`src/rtl/swtp_pkg.sv`:
```
// ----------------------------------------------------------------------------
// swtp_pkg
// Shared types and constants for the switched total-power accumulator.
// ----------------------------------------------------------------------------
`default_nettype none

package swtp_pkg;

	// default sizing
	localparam int MAX_CHAN_DEF       = 128;
	localparam int MAX_TP_INPUTS_DEF  = 16;
	localparam int BUFS_PER_STATE_DEF = 3;
	localparam int NUM_STATES_DEF     = 3;

	// field widths
	localparam int ACC_W    = 32;
	localparam int SAMPLE_W = 8;
	localparam int TIME_W   = 13;
	localparam int CHAN_W   = 7;
	localparam int SLOT_W   = 4;
	localparam int DST_W    = 2;
	localparam int PWR_W    = 8;

	// configuration registers
	localparam int EDGE_W    = 13;
	localparam int TPB_W     = 14;
	localparam int SKY_W     = 2;
	localparam int CFG_W     = 14;
	localparam int CFG_IDX_W = 2;

	localparam logic [CFG_IDX_W-1:0] REG_EDGE_SAMPLES     = 2'd0;
	localparam logic [CFG_IDX_W-1:0] REG_TIMES_PER_BUFFER = 2'd1;
	localparam logic [CFG_IDX_W-1:0] REG_SKY_STATE        = 2'd2;

	localparam logic [EDGE_W-1:0] EDGE_RST = '0;
	localparam logic [TPB_W-1:0]  TPB_RST  = 14'd8192;
	localparam logic [SKY_W-1:0]  SKY_RST  = '0;

	// item function codes
	localparam logic FUNC_SAMPLE = 1'b0;
	localparam logic FUNC_DRAIN  = 1'b1;

	// one beat as it leaves the front end
	typedef struct packed {
		logic                       drain;     // read-and-clear item
		logic                       hit;       // entry in range
		logic                       tp;        // total-power sample
		logic [PWR_W-1:0]           pwr;       // (re*re+im*im)>>8 after blanking
		logic signed [SAMPLE_W-1:0] out_real;
		logic signed [SAMPLE_W-1:0] out_imag;
		logic                       done;      // end of switching cycle
	} beat_t;

endpackage

`default_nettype wire

```
`src/rtl/swtp_sched.sv`:
```
// ----------------------------------------------------------------------------
// swtp_sched
// Front end: configuration registers, buffer/state counters, edge blanking,
// sample power and accumulator address for the accepted beat.
// ----------------------------------------------------------------------------
`default_nettype none

module swtp_sched import swtp_pkg::*; #(
	parameter int MAX_CHAN       = MAX_CHAN_DEF,
	parameter int MAX_TP_INPUTS  = MAX_TP_INPUTS_DEF,
	parameter int BUFS_PER_STATE = BUFS_PER_STATE_DEF,
	parameter int NUM_STATES     = NUM_STATES_DEF,
	localparam int ACC_DEPTH = NUM_STATES * MAX_CHAN * MAX_TP_INPUTS,
	localparam int AW = (ACC_DEPTH > 1) ? $clog2(ACC_DEPTH) : 1
) (
	input  wire logic                       clk,
	input  wire logic                       arst_n,
	input  wire logic                       cfg_we,
	input  wire logic [CFG_IDX_W-1:0]       cfg_index,
	input  wire logic [CFG_W-1:0]           cfg_data,
	input  wire logic                       accept,
	input  wire logic                       func,
	input  wire logic signed [SAMPLE_W-1:0] sample_real,
	input  wire logic signed [SAMPLE_W-1:0] sample_imag,
	input  wire logic [TIME_W-1:0]          time_index,
	input  wire logic [CHAN_W-1:0]          channel,
	input  wire logic [SLOT_W-1:0]          tp_slot,
	input  wire logic                       is_tp,
	input  wire logic                       last_of_buffer,
	input  wire logic [DST_W-1:0]           drain_state,
	output beat_t                           beat,
	output logic [AW-1:0]                   addr
);

	localparam int BW = (BUFS_PER_STATE > 1) ? $clog2(BUFS_PER_STATE) : 1;
	localparam int SW = (NUM_STATES > 1) ? $clog2(NUM_STATES) : 1;
	localparam logic [BW-1:0] BUF_LAST = BW'(BUFS_PER_STATE - 1);
	localparam logic [SW-1:0] ST_LAST  = SW'(NUM_STATES - 1);

	logic [EDGE_W-1:0] edge_q;
	logic [TPB_W-1:0]  tpb_q;
	logic [SKY_W-1:0]  sky_q;
	logic [BW-1:0]     buf_q;
	logic [SW-1:0]     st_q;

	logic                       blank;
	logic                       off_sky;
	logic                       chan_ok;
	logic                       slot_ok;
	logic                       dst_ok;
	logic [TPB_W:0]             t_end;
	logic signed [SAMPLE_W-1:0] re_b;
	logic signed [SAMPLE_W-1:0] im_b;
	logic signed [2*SAMPLE_W-1:0] sq_re;
	logic signed [2*SAMPLE_W-1:0] sq_im;
	logic [2*SAMPLE_W-1:0]      pwr_sum;
	logic [31:0]                st_sel;
	logic [31:0]                addr_full;

	always_ff @(posedge clk or negedge arst_n) begin
		if (!arst_n) begin
			edge_q <= EDGE_RST;
			tpb_q  <= TPB_RST;
			sky_q  <= SKY_RST;
		end else if (cfg_we) begin
			unique case (cfg_index)
				REG_EDGE_SAMPLES:     edge_q <= cfg_data[EDGE_W-1:0];
				REG_TIMES_PER_BUFFER: tpb_q  <= cfg_data[TPB_W-1:0];
				REG_SKY_STATE:        sky_q  <= cfg_data[SKY_W-1:0];
				default: ;
			endcase
		end
	end

	// advance buffer and switch state on the last accepted sample beat of a buffer
	always_ff @(posedge clk or negedge arst_n) begin
		if (!arst_n) begin
			buf_q <= '0;
			st_q  <= '0;
		end else if (accept && func == FUNC_SAMPLE && last_of_buffer) begin
			if (buf_q == BUF_LAST) begin
				buf_q <= '0;
				st_q  <= (st_q == ST_LAST) ? '0 : st_q + 1'b1;
			end else begin
				buf_q <= buf_q + 1'b1;
			end
		end
	end

	always_comb begin
		t_end = {2'b00, time_index} + {2'b00, edge_q};
		blank = 1'b0;
		if (buf_q == '0)
			blank = time_index < edge_q;
		else if (buf_q == BUF_LAST)
			blank = t_end >= {1'b0, tpb_q};

		off_sky = 32'(st_q) != 32'(sky_q);
		chan_ok = 32'(channel) < 32'(MAX_CHAN);
		slot_ok = 32'(tp_slot) < 32'(MAX_TP_INPUTS);
		dst_ok  = 32'(drain_state) < 32'(NUM_STATES);

		re_b    = blank ? '0 : sample_real;
		im_b    = blank ? '0 : sample_imag;
		sq_re   = re_b * re_b;
		sq_im   = im_b * im_b;
		pwr_sum = {1'b0, sq_re[2*SAMPLE_W-2:0]} + {1'b0, sq_im[2*SAMPLE_W-2:0]};

		st_sel    = (func == FUNC_DRAIN) ? 32'(drain_state) : 32'(st_q);
		addr_full = (st_sel * 32'(MAX_CHAN) + 32'(channel)) * 32'(MAX_TP_INPUTS)
			+ 32'(tp_slot);
		addr      = addr_full[AW-1:0];

		beat.drain = func == FUNC_DRAIN;
		beat.hit   = chan_ok && slot_ok && (func == FUNC_SAMPLE || dst_ok);
		beat.tp    = func == FUNC_SAMPLE && is_tp;
		beat.pwr   = pwr_sum[2*SAMPLE_W-1:SAMPLE_W];
		if (func == FUNC_DRAIN) begin
			beat.out_real = '0;
			beat.out_imag = '0;
		end else if (is_tp && (blank || off_sky)) begin
			beat.out_real = '0;
			beat.out_imag = '0;
		end else begin
			beat.out_real = sample_real;
			beat.out_imag = sample_imag;
		end
		beat.done = func == FUNC_SAMPLE && last_of_buffer && st_q == ST_LAST
			&& buf_q == BUF_LAST;
	end

endmodule

`default_nettype wire

```
`config.mk`:
```
export PLATFORM = sky130hd
export DESIGN_NAME = swtp_sched
export DESIGN_NICKNAME = d
export VERILOG_FILES = /design/src/rtl/swtp_pkg.sv /design/src/rtl/swtp_sched.sv
export SDC_FILE = /design/constraint.sdc
export NUM_CORES = 1
export LEC_CHECK = 0
export BUFFER_PORTS_ARGS = -buffer_cell sky130_fd_sc_hd__buf_2
export CORE_MARGIN = 3
export CORE_UTILIZATION = 57
export DETAILED_ROUTE_END_ITERATION = 6
export GPL_ROUTABILITY_DRIVEN = 0
export GPL_TIMING_DRIVEN = 1
export PLACE_DENSITY_LB_ADDON = 0.3
export SETUP_SLACK_MARGIN = 0.1
export SLEW_MARGIN = 20
export SYNTH_ARGS = -nofsm -noshare
export SYNTH_HDL_FRONTEND = slang
export SYNTH_SLANG_ARGS = --single-unit
```
`constraint.sdc`:
```
create_clock -name clk -period 23 [get_ports clk]
set_clock_uncertainty 0.15 [all_clocks]
set_input_delay 2.3 -clock clk [delete_from_list [all_inputs] [get_ports clk]]
set_output_delay 2.3 -clock clk [all_outputs]
set_load 0.01 [all_outputs]
```
==> impl_results.md, run 1 <==
* Post-DRT Antenna Nets at 0
* Port Buffers at 83
* Ports at between 100 and 150
* Ant. Diodes at 0
* Worst EP arrival at 10770 ps
* Drt wl/cell at 13.6 um
* RSZ-0062 raised after global routing: no
* Global-route usage over all layers at 21.1%
* Worst skew pair latency at around 280 ps
* Largest net degree at the start of global routing at 34
* Die X at roughly 120 um
* Period utilization at 57.5%
* Worst R2R Start: buf_q[0]$_DFFE_PN0P_
* Vias at 5308
* Commonest cells post-synth: 177 x inv_1, 100 x ha_1, 81 x fa_1
* Drt drc at 0
* Initial core utilization at around three fifths
* Clk sinks at 33
* Vert. Die Dim at ~120 um
* Async set-or-reset flop fraction in the synthesized netlist at 100%
* Hold crit path type: register to register
* Post-synthesis cell count at 794
* FF/Latch Area at 827 um2
* Crit path max-delay cell type: fa_1
* Area share of the leading cell type in the synthesized netlist at 22.9%
* Final Max Tran Viols at 0
* Clk buf depth at 2
* Gr ovfl total at 0
* Root Driver: clkbuf_16
* Setup Fix Bufs, Post-CTS at 0
* Initial antenna violation count at 0
* HPWL Detailed at 11900 um
* CP required at 20550 ps
* Vias per cell at about 5.2
* Startpoint types: input pin
* Global-route wire length before repair at 24300 um
* Max Fanout on Critical Path at 15
* Vias in the first global route at 5441
* Synthesized Nets at 1040
* Status: complete, no violations
* Post-synthesis sequential area ratio at 11.7%
* Endpoints failing setup at 0
* Fill cells at 1079
* R2R setup slack at 21470 ps
* DR pass1 iterations at 4
* Fmax at 0.0756 GHz
* R2R cell count at 3
* H-tree Lvls at 2
* FF-to-FF End: st_q[0]$_DFFE_PN0P_
* TritonCTS clock tree: done
* Most used DFF post-synth: dfrtp_1
* Synthesis-stage register bit count at 33
* Syn avg cell area at 8.94 um2
* Core area at 12100 um2
* TNS Setup at 0 ps
* Synth cell types at 63
* Area delta synth->final at 8.73%
* Num rows at 40
* Crit. End Element: primary output
* DRT iter0 DRCs at 250
* Hold Crit Depth at 1
* Top-count cell post-synth: inv_1
* Number of CTS-inserted buffers at 5
* Post-cts repair resize count at 0
* Largest cells by area after synthesis: fa_1 23%, ha_1 18%, dfrtp_1 11%
* # hold bufs at CTS at 0
* Critical path class: input pin to primary output
* Multi-input logic area at 5440 um2
* Fraction of layout cells with a size suffix above 1 at 16.2%
* Worst-margin pin slew at around 810 ps
* Nets at 1104
* Final hold viol count at 0
* Yosys Warn Count at 0
* Worst path max stage delay at 530 ps
* Crit path time final at 13220 ps
* Yosys top cell by area: fa_1
* Die area at about 14000 um2
* Max Cap Violations at 0
* EDFF count, synth at 0
* CTS clock-pin slew for the worst setup and hold paths at 60 ps
* WL final at 14000 um
* Post-Syn Area at 7100 um2
* Hold Path End: tpb_q[4]$_DFFE_PN0P_
* Slew margin rel. at between 40% and 50%
* Hold path start: tpb_q[4]$_DFFE_PN0P_
-- final cells by class --
class                   instances  area share [%]
well taps                     168            2.72
flip-flops and latches         33            10.7
clock inverters                 3           0.292
multi-input cells             555            70.5
clock buffers                   5            1.62
repair buffers                 84            5.48
inverters                     179            8.71
-- metal layers --
metal / global-route usage [%] / wire length, um / vias up
met5: 0 / 0 / -
met1: 26.7 / 6000 / 2545
li1: - / - / 2640
met3: 2.35 / 625 / 14
met2: 38.8 / 7160 / 109
met4: 4.47 / 184 / 0
-- cells by family after synthesis --
family | synth area share (%)
AOI/OAI and AO/OA | 11.4
xor gates and xnor gates | 6.67
adders and majority gates | 40.5
buffers and inverters | 11.8
DFF | 11.7
muxes | 3.49
and+or+nand+nor | 14.5
-- worst max-delay path, delay by kind of cell --
kind                     cells  cell delay [ps]
AO/OA/AOI/OAI               16             3060
XOR/XNOR                     2              240
adder cells (fa/ha/maj)      9             3240
buffers and inverters        7              580
AND/OR/NAND/NOR              5             1350
-- registers in the layout (all words and copies together), names as in the netlist --
| name | flops |
|---|---|
| tpb_q | 14 |
| sky_q | 2 |
| st_q | 2 |
| buf_q | 2 |
| edge_q | 13 |
-- layout by cell type, fill, tap and decap left out, drive strengths merged, types with 14 or more instances in the layout --
cell type    n
buf         84
xnor2       39
ha         100
fa          81
a21o        14
xor2        15
and3        20
and2        49
inv        179
o21ai       23
a21oi       37
dfrtp       32
nand2       47
mux2        22
nor2        23
-- per-stage QoR --
| stage | hold slack [ps] | std cells | util, % | setup slack [ps] | area [um2] |
|---|---|---|---|---|---|
| floorplan | 329 | 794 | - | 10690 | 7100 |
| global placement | 338 | 1019 | 62.5 | 9900 | 7570 |
| detailed placement | 346 | 1019 | 62.5 | 9800 | 7570 |
| CTS | 359 | 1027 | 63.7 | 9780 | 7710 |
| global route | 374 | 1027 | 63.7 | 9080 | 7710 |
| finish | 356 | 1027 | 63.7 | 9780 | 7710 |
-- how the worst max path moves through the flow --
stage | start | to | slack, ps | depth (start not counted)
global placement | time_index[0] | beat[22] | 9900 | 39
finish | time_index[0] | beat[22] | 9780 | 39
CTS | time_index[0] | beat[23] | 9780 | 40
global route | time_index[0] | beat[23] | 9080 | 41
detailed placement | time_index[0] | beat[23] | 9800 | 40
floorplan | time_index[0] | beat[22] | 10690 | 40
Power of run 1 is left out: the tool's default activity adds up to more than one toggle a clock period on the data nets, which glitch-free logic cannot reach.
==> inputs of run 2 (changes only) <==
--- a/config.mk
+++ b/config.mk
@@ -7,7 +7,7 @@
 export LEC_CHECK = 0
 export BUFFER_PORTS_ARGS = -buffer_cell sky130_fd_sc_hd__buf_2
 export CORE_MARGIN = 3
-export CORE_UTILIZATION = 57
+export CORE_UTILIZATION = 54
 export DETAILED_ROUTE_END_ITERATION = 6
 export GPL_ROUTABILITY_DRIVEN = 0
 export GPL_TIMING_DRIVEN = 1
==> constraint.sdc (replaced) <==
create_clock -name clk -period 11.7 [get_ports clk]
set_clock_uncertainty 0.15 [all_clocks]
set_input_delay 1.17 -clock clk [delete_from_list [all_inputs] [get_ports clk]]
set_output_delay 1.17 -clock clk [all_outputs]
set_load 0.01 [all_outputs]
==> impl_results.md, run 2 (same netlist as run 1, synthesis figures left out) <==
* Status: complete, no violations
* FF/Latch Area at around 830 um2
* Drt wl/cell at approximately 14 um
* Post-cts repair resize count at 0
* Final Max Tran Viols at 0
* R2R setup slack at 10160 ps
* Max Fanout on Critical Path at 16
* Endpoints failing setup at 0
* Fraction of layout cells with a size suffix above 1 at 16.3%
* Fmax at 0.0916 GHz
* Worst R2R Start: buf_q[0]$_DFFE_PN0P_
* Multi-input logic area at 5450 um2
* Vias at around 5300
* Most flop-heavy register: tpb_q
* RSZ-0062 raised after global routing: no
* Hold crit path type: register to register
* CP most frequent cell: inv_1
* TNS Setup at 0 ps
* Worst path max stage delay at 520 ps
* Root Driver: clkbuf_16
* Slew margin rel. at ~36%
* CP required at 10380 ps
* Clk sinks at 33
* Post-DRT Antenna Nets at 0
* Worst EP arrival at 9590 ps
* Vias in the first global route at 5412
* # hold bufs at CTS at 0
* Largest net degree at the start of global routing at 34
* Hold Path End: tpb_q[8]$_DFFE_PN0P_
* Initial antenna violation count at 0
* Startpoint types: input pin
* Vert. Die Dim at 121 um
* Largest register FFs at 14
* Num rows at 41
* Global-route wire length before repair at 24600 um
* Core Util, Final at 60.8%
* Clk buf depth at 2
* HPWL Detailed at 12100 um
* Port Buffers at 83
* Max Cap Violations at 0
* Final hold viol count at 0
* DR pass1 iterations at 4
* CTS clock-pin slew for the worst setup and hold paths at roughly 60 ps
* DRT iter0 DRCs at around 290
* Hold path start: tpb_q[8]$_DFFE_PN0P_
* Vias per cell at between 5 and 6
* Worst-margin pin slew at approximately 950 ps
* Largest regs: tpb_q x14, edge_q x13
* Ports at between 100 and 150
* Drt drc at 0
* Ant. Diodes at 0
* Gr ovfl total at 0
* Die X at roughly 120 um
* Commonest non-fill, non-tap cell in the layout: inv_1
* R2R cell count at 3
* Setup Fix Bufs, Post-CTS at 0
* FF-to-FF End: st_q[0]$_DFFE_PN0P_
* Fill cells at ~1200
* Hold Crit Depth at 1
* TritonCTS clock tree: done
* Worst skew pair latency at between 200 and 300 ps
* Global-route usage over all layers at 20.5%
* Core area at approximately 13000 um2
* Area delta synth->final at 8.96%
* Nets at between 1000 and 1500
* Critical path class: input pin to primary output
* Period utilization at between 90% and 100%
* Crit path time final at 10910 ps
* WL final at 14100 um
* Number of CTS-inserted buffers at 5
* Crit path max-delay cell type: fa_1
* Die area at 14600 um2
* Most frequent cells in the layout: 177 x inv_1, 100 x ha_1, 83 x buf_2
* Crit. End Element: primary output
* Initial core utilization at 55.8%
* H-tree Lvls at 2
## run 2: per-stage QoR
step	cells	hold slack (ps)	area, um2	setup WS, ps
after floorplan	794	329	7100	1650
after global placement	1022	339	7570	930
after detailed placement	1022	345	7570	705
after CTS	1030	361	7720	655
after global routing	1030	376	7730	108
final	1030	358	7730	789
## run 2: worst max-delay path by stage
stage,startpoint,end,depth (start not counted)
after floorplan,time_index[0],beat[22],40
after global placement,time_index[0],beat[22],41
after detailed placement,time_index[0],beat[23],40
after CTS,time_index[0],beat[23],40
after global routing,time_index[1],beat[23],42
final,time_index[1],beat[22],40
## run 2: worst max-delay path: cells and delay by family
kind	cells	cell delay, ps
buffers and inverters	9	770
XOR/XNOR	3	340
adder cells (fa/ha/maj)	8	2950
AND/OR/NAND/NOR	5	980
AO/OA/AOI/OAI	15	3330
## run 2: routing by layer
layer | vias up | share of wire (%) | wire, um | global-route usage [%]
met4 | 0 | 1.1 | 159 | 3.75
met3 | 13 | 4.3 | 604 | 1.31
met1 | 2567 | 45 | 6280 | 27.9
met2 | 114 | 50 | 7070 | 36.4
met5 | - | 0 | 0 | 0
li1 | 2638 | - | - | -
## run 2: area by class of cell
cell class                      count  area share (%)
Timing Repair Buffer               83            5.37
Inverter                          179            8.69
Clock inverter                      3           0.291
Clock buffer                        5            1.62
Sequential cell                    33            10.7
Multi-Input combinational cell    555            70.5
Tap cell                          172            2.78
Power of run 2 is left out for the same reason.
